$ cat src/hdl/rsds_pkg.sv
// Shared types, codes and constants of the ray-sphere depth scan.
package rsds_pkg;

  localparam logic OP_LOAD = 1'b0;
  localparam logic OP_CAST = 1'b1;

  localparam logic REG_MAX_RANGE   = 1'b0;
  localparam logic REG_OBST_COUNT  = 1'b1;

  localparam int CORDIC_STEPS = 14;
  localparam int CORDIC_START = 39797;
  localparam int SQRT_STEPS   = 23;
  localparam int REM_W        = 46;
  localparam int PROJ_W       = 29;

  // One rotation cell's state.
  typedef struct packed {
    logic               vld;
    logic signed [18:0] x;
    logic signed [18:0] y;
    logic signed [17:0] z;
  } rsds_rot_t;

  // One square-root cell's state, with the candidate it belongs to.
  typedef struct packed {
    logic                     vld;
    logic                     ok;
    logic signed [PROJ_W-1:0] proj;
    logic [REM_W-1:0]         rem;
    logic [REM_W-1:0]         root;
  } rsds_sq_t;

  // Arctangent of 2^-step in angle units (full circle = 65536).
  function automatic logic [13:0] atan_step(input int step);
    logic [13:0] a;
    case (step)
      0:       a = 14'd8192;
      1:       a = 14'd4836;
      2:       a = 14'd2555;
      3:       a = 14'd1297;
      4:       a = 14'd651;
      5:       a = 14'd326;
      6:       a = 14'd163;
      7:       a = 14'd81;
      8:       a = 14'd41;
      9:       a = 14'd20;
      10:      a = 14'd10;
      11:      a = 14'd5;
      12:      a = 14'd3;
      13:      a = 14'd1;
      default: a = 14'd0;
    endcase
    return a;
  endfunction

endpackage

$ cat src/hdl/rsds_sqrt_cell.sv
// One registered root-bit step of the integer square-root chain.
module rsds_sqrt_cell
  import rsds_pkg::*;
#(
  parameter int BITPOS = 44
) (
  input  logic     clk,
  input  logic     rst,
  input  rsds_sq_t a,
  output rsds_sq_t q
);

  logic [REM_W-1:0] bitv;
  logic [REM_W-1:0] trial;

  assign bitv  = REM_W'(1) << BITPOS;
  assign trial = a.root + bitv;

  always_ff @(posedge clk) begin
    if (rst) begin
      q.vld <= 1'b0;
    end else begin
      q.vld <= a.vld;
    end
    q.ok   <= a.ok;
    q.proj <= a.proj;
    if (a.rem >= trial) begin
      q.rem  <= a.rem - trial;
      q.root <= (a.root >> 1) + bitv;
    end else begin
      q.rem  <= a.rem;
      q.root <= a.root >> 1;
    end
  end

endmodule

$ cat config.mk
export PLATFORM = sky130hd
export DESIGN_NAME = rsds_sqrt_cell
export DESIGN_NICKNAME = d
export VERILOG_FILES = /design/src/hdl/rsds_pkg.sv /design/src/hdl/rsds_sqrt_cell.sv
export SDC_FILE = /design/constraint.sdc
export NUM_CORES = 1
export LEC_CHECK = 0
export BUFFER_PORTS_ARGS = -buffer_cell sky130_fd_sc_hd__clkbuf_2
export CORE_MARGIN = 4
export CORE_UTILIZATION = 30
export CTS_CLUSTER_DIAMETER = 120
export DETAILED_ROUTE_END_ITERATION = 6
export PLACE_DENSITY = 0.57
export SYNTH_ARGS = -nofsm -noshare
export SYNTH_HDL_FRONTEND = slang
export SYNTH_SLANG_ARGS = --single-unit
$ cat constraint.sdc
create_clock -name clk -period 5.4 [get_ports clk]
set_clock_uncertainty 0.2 [all_clocks]
set_input_delay 1.08 -clock clk [delete_from_list [all_inputs] [get_ports clk]]
set_output_delay 1.08 -clock clk [all_outputs]
set_load 0.02 [all_outputs]
==> out/summary.txt <==
outcome -> finished clean
total number of vias -> 5666
Clock Root Buffer -> clkbuf_16
Final Util -> 41.3%
CTS tree -> yes
syn_nets -> 863
logic gate share of total power -> 25.9%
VDD IR max -> 0.000236 V
critical path arrival -> 3.91 ns
Pre-Repair DR Iteration Count -> 5
most common cell after layout, fill and taps aside -> clkbuf_2
FF+latch area -> 0.00246 mm²
Max stage delay cell, worst path -> a2111oi_0
Achievable Freq -> 263 MHz
Die Y -> 151 µm
CTS sink cnt -> 123
overall routing resource usage -> 15.9%
fin crit share -> 70.4%
fin. max-slew vios -> 0
Max clock buf depth -> 2
Worst-Margin Slew -> 1.08 ns
Largest Register -> q
row cnt -> 51
Crit Path Class -> in2reg
Mapped Area -> 0.00610 mm²
H-tree level count -> 4
drt total wl -> 18100 µm
initial cell density of the core -> 30.9%
Initial DRC Count -> 280
Mapped Cells -> 691
CP Depth -> 11
Worst Path Buf+Inv -> 3
Power, Total -> 3020 µW
CP cell instances -> clkbuf_2 -> inv_1 -> ha_1 -> a21oi_1 -> o21ai_1 -> a2111oi_0 -> nor3_2 -> a21oi_4 -> a21oi_4 -> buf_12 -> mux2_1
average size of a mapped cell -> 8.82 µm²
P&R area growth vs syn -> 33.5%
Worst Hold Slack -> 0.556 ns
fillers -> 2050
max reg flops -> 123
Yosys warnings -> 0
Internal -> 2040 µW
initial antenna violation count -> 1
met3 Use GR -> 5.48%
post-CTS setup buffer count -> 0
most frequent cells in the layout -> clkbuf_2, dfxtp_1, a21oi_1
Slew HR -> 26.1%
vias in the first global route -> 5533
switching share of power -> 32.3%
IO Port Bufs -> 247
top flop regs -> q (123)
Setup crit end kind -> register
number of hold violations in the final report -> 0
startpoint type of the worst setup path -> input port
# IOs -> 248
CP delay by family, top -> compound AO/OA/AOI/OAI gates
HPWL after DPL -> 14600 µm
post-route ant nets -> 0
Pwr per Cell Area -> 371 mW/mm²
fin crit period -> 3.80 ns
Async S/R FF share, synth -> 0%
distinct cell type count after synthesis -> 67
wire length of the first global-routing pass -> 28400 µm
final-report setup violation count -> 0
Post-synth EDFFs -> 0
P_sw -> 976 µW
Die Footprint -> 0.0227 mm²
GR peak layer -> met2
setup tns final -> 0 ns
largest net degree at the start of global routing -> 52
Final nets -> 1098
DRC -> 0
design area -> 0.00814 mm²
area post-placement -> 0.00752 mm²
clock share of power -> 39.7%
Max Cap Viol -> 0
vias per cell -> 4.70
CP max stage delay -> 0.89 ns
CTS Hold Buffers Added -> 0
GR Util met1 -> 19.6%
leakage power -> 0.00402 µW
RSZ-0062 raised after global routing -> false
crit-path max FO -> 51
total global routing overflow -> 0
Worst-path clk slew -> 0.06 ns
DIE WIDTH -> 151 µm
HP Class -> in2reg
CTS resizes -> 0
CTS buffer count -> 17
FF+latch count, synth -> 123
Synth Flop Type -> dfxtp_1
GR Layer Usage met2 -> 26.1%
Worst Path Required -> 5.51 ns
core box area -> 0.0197 mm²
Final GP Congestion -> 0.835
Multi-input gate area -> 0.00325 mm²
most used cell, CP -> a21oi_4
hold path depth -> 1
sequential power share -> 34.4%
fraction of layout cells with a size suffix above 1 -> 32.5%
Routed WL per cell -> 15.0 µm
post-synthesis sequential area ratio -> 40.4%
-- synth_stat cells (3+ instances only) --
cell type | n | area (µm²)
nor2_1 | 60 | 225
a211oi_1 | 4 | 30.0
a31o_2 | 3 | 26.3
o21bai_1 | 13 | 97.6
a21oi_1 | 75 | 375
o31ai_1 | 3 | 22.5
nor2b_1 | 5 | 31.3
o211ai_1 | 4 | 30.0
inv_1 | 57 | 214
a31oi_1 | 6 | 37.5
and2_1 | 4 | 25.0
dfxtp_1 | 123 | 2460
nand2_1 | 48 | 180
o21ai_0 | 29 | 145
xor2_1 | 13 | 114
buf_2 | 19 | 95.1
a211o_1 | 5 | 43.8
a21o_1 | 19 | 143
o21a_1 | 12 | 90.1
or3_1 | 5 | 31.3
nand4_1 | 16 | 100
mux2_1 | 4 | 45.0
xnor2_1 | 23 | 201
nand2b_1 | 4 | 25.0
nand3_1 | 10 | 50.1
nor3_1 | 10 | 50.1
or4_1 | 3 | 22.5
mux2_2 | 5 | 56.3
clkbuf_1 | 9 | 33.8
ha_1 | 46 | 576
nor4_1 | 6 | 37.5
-- layout make-up --
cell class,count,area share [%]
antenna,1,0.0308
clock buffer,18,5.27
clock inverter,14,2.28
inverter,57,2.63
multi-input combinational,478,39.9
sequential,123,30.3
tap,265,4.08
timing repair buffer,249,15.5
-- power groups by stage --
| stage | clock [µW] | sequential, µW | combinational, µW |
|---|---|---|---|
| after global placement | 0 | 1060 | 784 |
| after detailed placement | 0 | 1060 | 785 |
| after global routing | 1280 | 1050 | 863 |
| after CTS | 1240 | 1040 | 790 |
| final | 1200 | 1040 | 782 |
| after floorplan | 0 | 1190 | 392 |
-- cell families after synthesis --
logic type	after synthesis	synth area share (%)
simple gates	188	15.5
compound gates	196	20.9
fa+ha+maj	47	9.77
xor+xnor	36	5.17
buf+inv	90	6.32
mux	11	1.99
flops	123	40.4
-- through the flow --
step | setup slack, ns | instances
2_1_floorplan | 1.67 | 691
3_3_place_gp | 1.27 | 1172
3_5_place_dp | 1.22 | 1172
4_1_cts | 1.65 | 1204
5_1_grt | 1.26 | 1205
6_report | 1.60 | 1205
-- final timing paths --
check               from      to  slack, ns
setup / recovery   a[25]   q[69]       1.60
hold / removal    a[107]  q[107]       0.56
-- per-layer routing --
metal / part of all wire (%) / wire, µm
met1: 44 / 7890
met3: 9.2 / 1670
met4: 1.4 / 250
met5: 0 / 0
met2: 46 / 8270
No activity file was read; power rests on OpenSTA's default activity.
