==> src/hdl/rsds_pkg.sv <==
// Shared types, codes and constants of the ray-sphere depth scan.
package rsds_pkg;

  localparam logic OP_LOAD = 1'b0;
  localparam logic OP_CAST = 1'b1;

  localparam logic REG_MAX_RANGE   = 1'b0;
  localparam logic REG_OBST_COUNT  = 1'b1;

  localparam int CORDIC_STEPS = 14;
  localparam int CORDIC_START = 39797;
  localparam int SQRT_STEPS   = 23;
  localparam int REM_W        = 46;
  localparam int PROJ_W       = 29;

  // One rotation cell's state.
  typedef struct packed {
    logic               vld;
    logic signed [18:0] x;
    logic signed [18:0] y;
    logic signed [17:0] z;
  } rsds_rot_t;

  // One square-root cell's state, with the candidate it belongs to.
  typedef struct packed {
    logic                     vld;
    logic                     ok;
    logic signed [PROJ_W-1:0] proj;
    logic [REM_W-1:0]         rem;
    logic [REM_W-1:0]         root;
  } rsds_sq_t;

  // Arctangent of 2^-step in angle units (full circle = 65536).
  function automatic logic [13:0] atan_step(input int step);
    logic [13:0] a;
    case (step)
      0:       a = 14'd8192;
      1:       a = 14'd4836;
      2:       a = 14'd2555;
      3:       a = 14'd1297;
      4:       a = 14'd651;
      5:       a = 14'd326;
      6:       a = 14'd163;
      7:       a = 14'd81;
      8:       a = 14'd41;
      9:       a = 14'd20;
      10:      a = 14'd10;
      11:      a = 14'd5;
      12:      a = 14'd3;
      13:      a = 14'd1;
      default: a = 14'd0;
    endcase
    return a;
  endfunction

endpackage

==> src/hdl/rsds_cordic_cell.sv <==
// One registered rotation step of the direction chain.
module rsds_cordic_cell
  import rsds_pkg::*;
#(
  parameter int STEP = 0
) (
  input  logic      clk,
  input  logic      rst,
  input  rsds_rot_t a,
  output rsds_rot_t q
);

  logic signed [18:0] xs;
  logic signed [18:0] ys;
  logic signed [17:0] ang;

  assign xs  = a.x >>> STEP;
  assign ys  = a.y >>> STEP;
  assign ang = $signed(18'(atan_step(STEP)));

  always_ff @(posedge clk) begin
    if (rst) begin
      q.vld <= 1'b0;
    end else begin
      q.vld <= a.vld;
    end
    if (a.z >= 0) begin
      q.x <= a.x - ys;
      q.y <= a.y + xs;
      q.z <= a.z - ang;
    end else begin
      q.x <= a.x + ys;
      q.y <= a.y - xs;
      q.z <= a.z + ang;
    end
  end

endmodule

==> config.mk <==
export PLATFORM = sky130hd
export DESIGN_NAME = rsds_cordic_cell
export DESIGN_NICKNAME = d
export VERILOG_FILES = /design/src/hdl/rsds_pkg.sv /design/src/hdl/rsds_cordic_cell.sv
export SDC_FILE = /design/constraint.sdc
export NUM_CORES = 1
export LEC_CHECK = 0
export BUFFER_PORTS_ARGS = -buffer_cell sky130_fd_sc_hd__buf_4
export CAP_MARGIN = 0
export CORE_MARGIN = 2
export CORE_UTILIZATION = 54
export CTS_CLUSTER_SIZE = 14
export DETAILED_ROUTE_END_ITERATION = 10
export GPL_ROUTABILITY_DRIVEN = 0
export PLACE_DENSITY = 0.84
export SYNTH_ARGS = -nofsm -noshare
export SYNTH_HDL_FRONTEND = slang
export SYNTH_SLANG_ARGS = --single-unit
==> constraint.sdc <==
create_clock -name clk -period 2.55 [get_ports clk]
set_input_delay 0.1275 -clock clk [delete_from_list [all_inputs] [get_ports clk]]
set_output_delay 0.1275 -clock clk [all_outputs]
set_load 0.1 [all_outputs]
==> flow_summary.html <==
<table>
<tr><th>Metric</th><th>Value</th></tr>
<tr><th colspan="2">GRT</th></tr>
<tr><td>Remaining global-route overflow</td><td>0</td></tr>
<tr><td>First-pass GRT wire length</td><td>18800 um</td></tr>
<tr><td>Overall Global Routing Usage</td><td>0.262</td></tr>
<tr><td>Vias in the first global route</td><td>4230</td></tr>
<tr><td>Number of antenna violations at the first check in global routing</td><td>0</td></tr>
<tr><td>Largest net degree at the start of global routing</td><td>40</td></tr>
<tr><th colspan="2">Final layout</th></tr>
<tr><td>Fraction of final layout cells with drive strength greater than 1</td><td>0.216</td></tr>
<tr><td>Top Registers</td><td>q x56</td></tr>
<tr><td>Number of nets in the final layout</td><td>around 770</td></tr>
<tr><td>Largest reg by FF count</td><td>q</td></tr>
<tr><td>Signed area change from the synthesized netlist to the final layout</td><td>26.9%</td></tr>
<tr><td>Antenna cells</td><td>0</td></tr>
<tr><td>Filler-free cell count of the finished design</td><td>747</td></tr>
<tr><td>Final instance area</td><td>5440 sq um</td></tr>
<tr><td>Most common library cell in the layout ignoring fill and taps</td><td>sky130_fd_sc_hd__buf_4</td></tr>
<tr><td>Max reg flops</td><td>56</td></tr>
<tr><td>Most frequent cells in the layout</td><td>sky130_fd_sc_hd__buf_4 (122), sky130_fd_sc_hd__ha_1 (64), sky130_fd_sc_hd__dfxtp_1 (56), sky130_fd_sc_hd__inv_1 (55), sky130_fd_sc_hd__a21oi_1 (53)</td></tr>
<tr><th colspan="2">Run</th></tr>
<tr><td># Max-Cap Violations</td><td>0</td></tr>
<tr><th colspan="2">Place</th></tr>
<tr><td>Cell count after placement</td><td>725</td></tr>
<tr><td>Placed cell areas</td><td>5210 sq um</td></tr>
<tr><td>Estimated wirelength of the detail-placed design</td><td>9060 um</td></tr>
<tr><td>Quantity of I/O buffers inserted on ports</td><td>115</td></tr>
<tr><th colspan="2">Floorplan</th></tr>
<tr><td>Vertical extent of the die</td><td>around 93 um</td></tr>
<tr><td>Total core area</td><td>7730 sq um</td></tr>
<tr><td>Effective utilization at floorplan</td><td>0.555</td></tr>
<tr><td>Row count</td><td>32</td></tr>
<tr><td>Area of the die</td><td>just under 9000 sq um</td></tr>
<tr><td>Number of placed I/O pins</td><td>116</td></tr>
<tr><td>Die Width</td><td>between 90 and 100 um</td></tr>
<tr><th colspan="2">Timing</th></tr>
<tr><td>Worst-margin pin slew</td><td>0.637 ns</td></tr>
<tr><td>Min Clock Period, post-route</td><td>2.29 ns</td></tr>
<tr><td>Worst max-slew margin expressed relative to the limit</td><td>0.572</td></tr>
<tr><td>Slew Viols, Final</td><td>0</td></tr>
<tr><td>Count of final setup violators</td><td>0</td></tr>
<tr><td>Achievable frequency</td><td>0.437 GHz</td></tr>
<tr><td>Portion of the clock cycle consumed by the worst path in the final layout</td><td>0.896</td></tr>
<tr><td>Hold Fails Final Rpt</td><td>0</td></tr>
<tr><td>Unrepaired setup endpoints after global routing</td><td>false</td></tr>
<tr><td>Setup tns final</td><td>0 ns</td></tr>
<tr><th colspan="2">Routing</th></tr>
<tr><td>Routed wirelength normalized by instance count</td><td>15.4 um</td></tr>
<tr><td>Post-route DRC violation count</td><td>0</td></tr>
<tr><td>Number of detailed-route iterations in the first pass</td><td>6</td></tr>
<tr><td>Iteration-0 DRC Markers</td><td>383</td></tr>
<tr><td>Number of routed nets with antenna violations</td><td>0</td></tr>
<tr><td>Routed vias</td><td>4241</td></tr>
<tr><td>Ratio of routed vias to standard cells</td><td>5.68</td></tr>
<tr><td>Final wirelength</td><td>11500 um</td></tr>
<tr><th colspan="2">Yosys</th></tr>
<tr><td>Simple logic cell fraction of the synthesized area</td><td>0.132</td></tr>
<tr><td>Most frequently used flop master after synthesis</td><td>sky130_fd_sc_hd__dfxtp_1</td></tr>
<tr><td>Top cells by area, synth</td><td>sky130_fd_sc_hd__dfxtp_1 (26%), sky130_fd_sc_hd__ha_1 (19%), sky130_fd_sc_hd__xnor2_1 (6.9%), sky130_fd_sc_hd__a21oi_1 (6.2%), sky130_fd_sc_hd__inv_1 (4.8%)</td></tr>
<tr><td>Fraction of the mapped netlist area in compound gates</td><td>0.234</td></tr>
<tr><td>Synthesized-area fraction occupied by adder cells</td><td>0.205</td></tr>
<tr><td>Synth cell types</td><td>54</td></tr>
<tr><td>Largest family of logic cells by synthesized area</td><td>compound AO/OA/AOI/OAI gates</td></tr>
<tr><td>Yosys top cell area share</td><td>0.261</td></tr>
<tr><td>Avg Inst Size Synth</td><td>between 8 and 9 sq um</td></tr>
<tr><td>Count of warnings emitted by yosys</td><td>0</td></tr>
<tr><td>Share of synthesized area occupied by flip-flops and latches</td><td>0.261</td></tr>
<tr><td>Most area-hungry cell type in the Yosys netlist</td><td>sky130_fd_sc_hd__dfxtp_1</td></tr>
<tr><td>Post-synthesis instance total</td><td>524</td></tr>
<tr><td>Area share of xor/xnor cells in the synthesized design</td><td>0.0776</td></tr>
<tr><td>Fraction of synthesis flops using an asynchronous set or reset pin</td><td>0</td></tr>
<tr><td>Number of nets produced by synthesis</td><td>651</td></tr>
<tr><td>Post-synth design cell area</td><td>about 4300 sq um</td></tr>
<tr><td>Count of flip-flops with a built-in enable after synthesis</td><td>0</td></tr>
<tr><td>Multiplexer share of the synthesized area</td><td>0.00934</td></tr>
<tr><td>Total of flip-flops plus latches after synthesis</td><td>56</td></tr>
<tr><th colspan="2">Clocking</th></tr>
<tr><td>Root Driver</td><td>sky130_fd_sc_hd__clkbuf_8</td></tr>
<tr><td>Clk slew on worst S/H paths</td><td>~0.10 ns</td></tr>
<tr><td>H-Tree Level Count</td><td>2</td></tr>
<tr><td>CTS Buf Count</td><td>5</td></tr>
<tr><td>Number of clock sinks</td><td>56</td></tr>
<tr><td>Post CTS Setup Buffer Count</td><td>0</td></tr>
<tr><td>CTS tree</td><td>done</td></tr>
<tr><td>Number of buffers on the longest clock path</td><td>2</td></tr>
<tr><th colspan="2">Setup path</th></tr>
<tr><td>Endpoint kind of the worst setup timing path</td><td>flop</td></tr>
<tr><td>Worst setup SP type</td><td>primary input</td></tr>
<tr><td>Top fanout value on the critical path</td><td>39</td></tr>
<tr><td>Critical path, cell by cell</td><td>dlygate4sd3_1 -&gt; buf_4 -&gt; nor4_1 -&gt; nand4b_1 -&gt; o21a_1 -&gt; inv_1 -&gt; buf_6 -&gt; nor2_1 -&gt; o211ai_1 -&gt; o21ai_0 -&gt; xnor2_1</td></tr>
<tr><td>Worst path slowest cell</td><td>sky130_fd_sc_hd__dlygate4sd3_1</td></tr>
<tr><td>Delay contributed by the slowest stage of the critical path</td><td>between 0.5 and 0.6 ns</td></tr>
<tr><td>Data arrival at the endpoint of the critical path</td><td>2.47 ns</td></tr>
<tr><td>Worst setup path class</td><td>in2reg</td></tr>
<tr><td>Worst endpoint required time</td><td>2.73 ns</td></tr>
<tr><th colspan="2">Pwr</th></tr>
<tr><td>Static Leakage</td><td>2.60 nW</td></tr>
<tr><td>Share of power burned in combinational logic</td><td>0.596</td></tr>
<tr><td>Reg power frac</td><td>0.279</td></tr>
<tr><td>Sum of internal, switching and leakage power</td><td>roughly 0.004 W</td></tr>
<tr><td>Fraction of power consumed by the clock network</td><td>0.125</td></tr>
<tr><td>Internal</td><td>0.00180 W</td></tr>
<tr><td>Switching Power</td><td>0.00208 W</td></tr>
<tr><td>Total power density per cell area</td><td>714 nW/um^2</td></tr>
<tr><td>Highest ir drop seen on vdd</td><td>around 400 uV</td></tr>
<tr><td>Net switching fraction of the power</td><td>0.536</td></tr>
<tr><th colspan="2">Worst hold path</th></tr>
<tr><td>Hold Crit Class</td><td>in2reg</td></tr>
<tr><th colspan="2">Status</th></tr>
<tr><td>Result of the run</td><td>finished clean</td></tr>
</table>
==> cells in the mapped netlist, drive strengths merged, types with 2 or more instances <==
cell type and n:
a31oi 8, fa 4, o2111ai 2, nand4 4
a211o 6, a21oi 54, o21bai 5, xnor2 34
o21ai 37, xor2 4, or3 4, nor3 10
a211oi 5, mux2i 4, nand2b 7, dfxtp 56
a21boi 2, buf 19, ha 64, nor4 4
o31ai 4, o211ai 12, nand3 8, inv 56
nor2 42, o31a 2, clkbuf 5, nor2b 9
o21a 4, o22ai 2, a221oi 5, a21o 5
nand2 27, o41ai 2
==> per-layer routing <==
| metal | GRT usage | vias up | share of wire | wire, um |
|---|---|---|---|---|
| li1 | - | 2041 | - | - |
| met1 | 0.336 | 1920 | 0.41 | 4770 |
| met2 | 0.457 | 256 | 0.47 | 5450 |
| met3 | 0.0371 | 24 | 0.092 | 1060 |
| met4 | 0.0809 | 0 | 0.021 | 238 |
| met5 | 0 | - | 0 | 0 |
==> metrics by stage <==
step | util | setup WS, ns | hold WS (ns)
5_1_grt | 0.704 | 0.0358 | 0.0257
4_1_cts | 0.704 | 0.195 | 0.0201
2_1_floorplan | - | 0.656 | 0.155
3_3_place_gp | 0.674 | 0.204 | 0.242
6_report | 0.704 | 0.264 | 0.0295
3_5_place_dp | 0.674 | 0.119 | 0.243
==> what timing repair did <==
item                                    in CTS  in global routing
endpoints found under the hold margin       14                  0
endpoints found under the setup margin       0                  1
resized for setup                            0                  1
hold buffers                                14                  0
==> critical path, delay by kind of cell <==
family / cells / cell delay, ns
buffers and inverters: 4 / 1.16
AND/OR/NAND/NOR: 3 / 0.56
XOR/XNOR: 1 / 0.16
AO/OA/AOI/OAI: 3 / 0.44
==> final timing paths <==
| check | start | endpoint | slack [ns] | depth (start not counted) |
|---|---|---|---|---|
| hold / removal | a[13] | q[13] | 0.03 | 2 |
| setup / recovery | a[7] | q[34] | 0.26 | 11 |
==> power by group through the flow <==
stage | combinational, W | sequential (W) | clock (W)
6_report | 0.00232 | 0.00108 | 0.000485
3_3_place_gp | 0.00226 | 0.00110 | 0
3_5_place_dp | 0.00228 | 0.00111 | 0
2_1_floorplan | 0.000595 | 0.00227 | 0
5_1_grt | 0.00242 | 0.00110 | 0.000530
4_1_cts | 0.00230 | 0.00109 | 0.000496
==> kinds of logic (layout without fill, tap and decap cells) <==
group           Yosys count  after routing
fa+ha+maj                68             68
buf+inv                  80            201
mux                       4              4
flops                    56             56
xor+xnor                 38             38
simple gates            120            120
compound gates          158            158
==> layout make-up <==
class	count	area [sq um]
clock buffer	6	72.6
clock inverter	2	16.3
fill	639	2290
inverter	56	213
multi-input combinational	388	2820
sequential	56	1120
tap	102	128
timing repair buffer	137	1070
No activity file was read; power rests on OpenSTA's default activity.
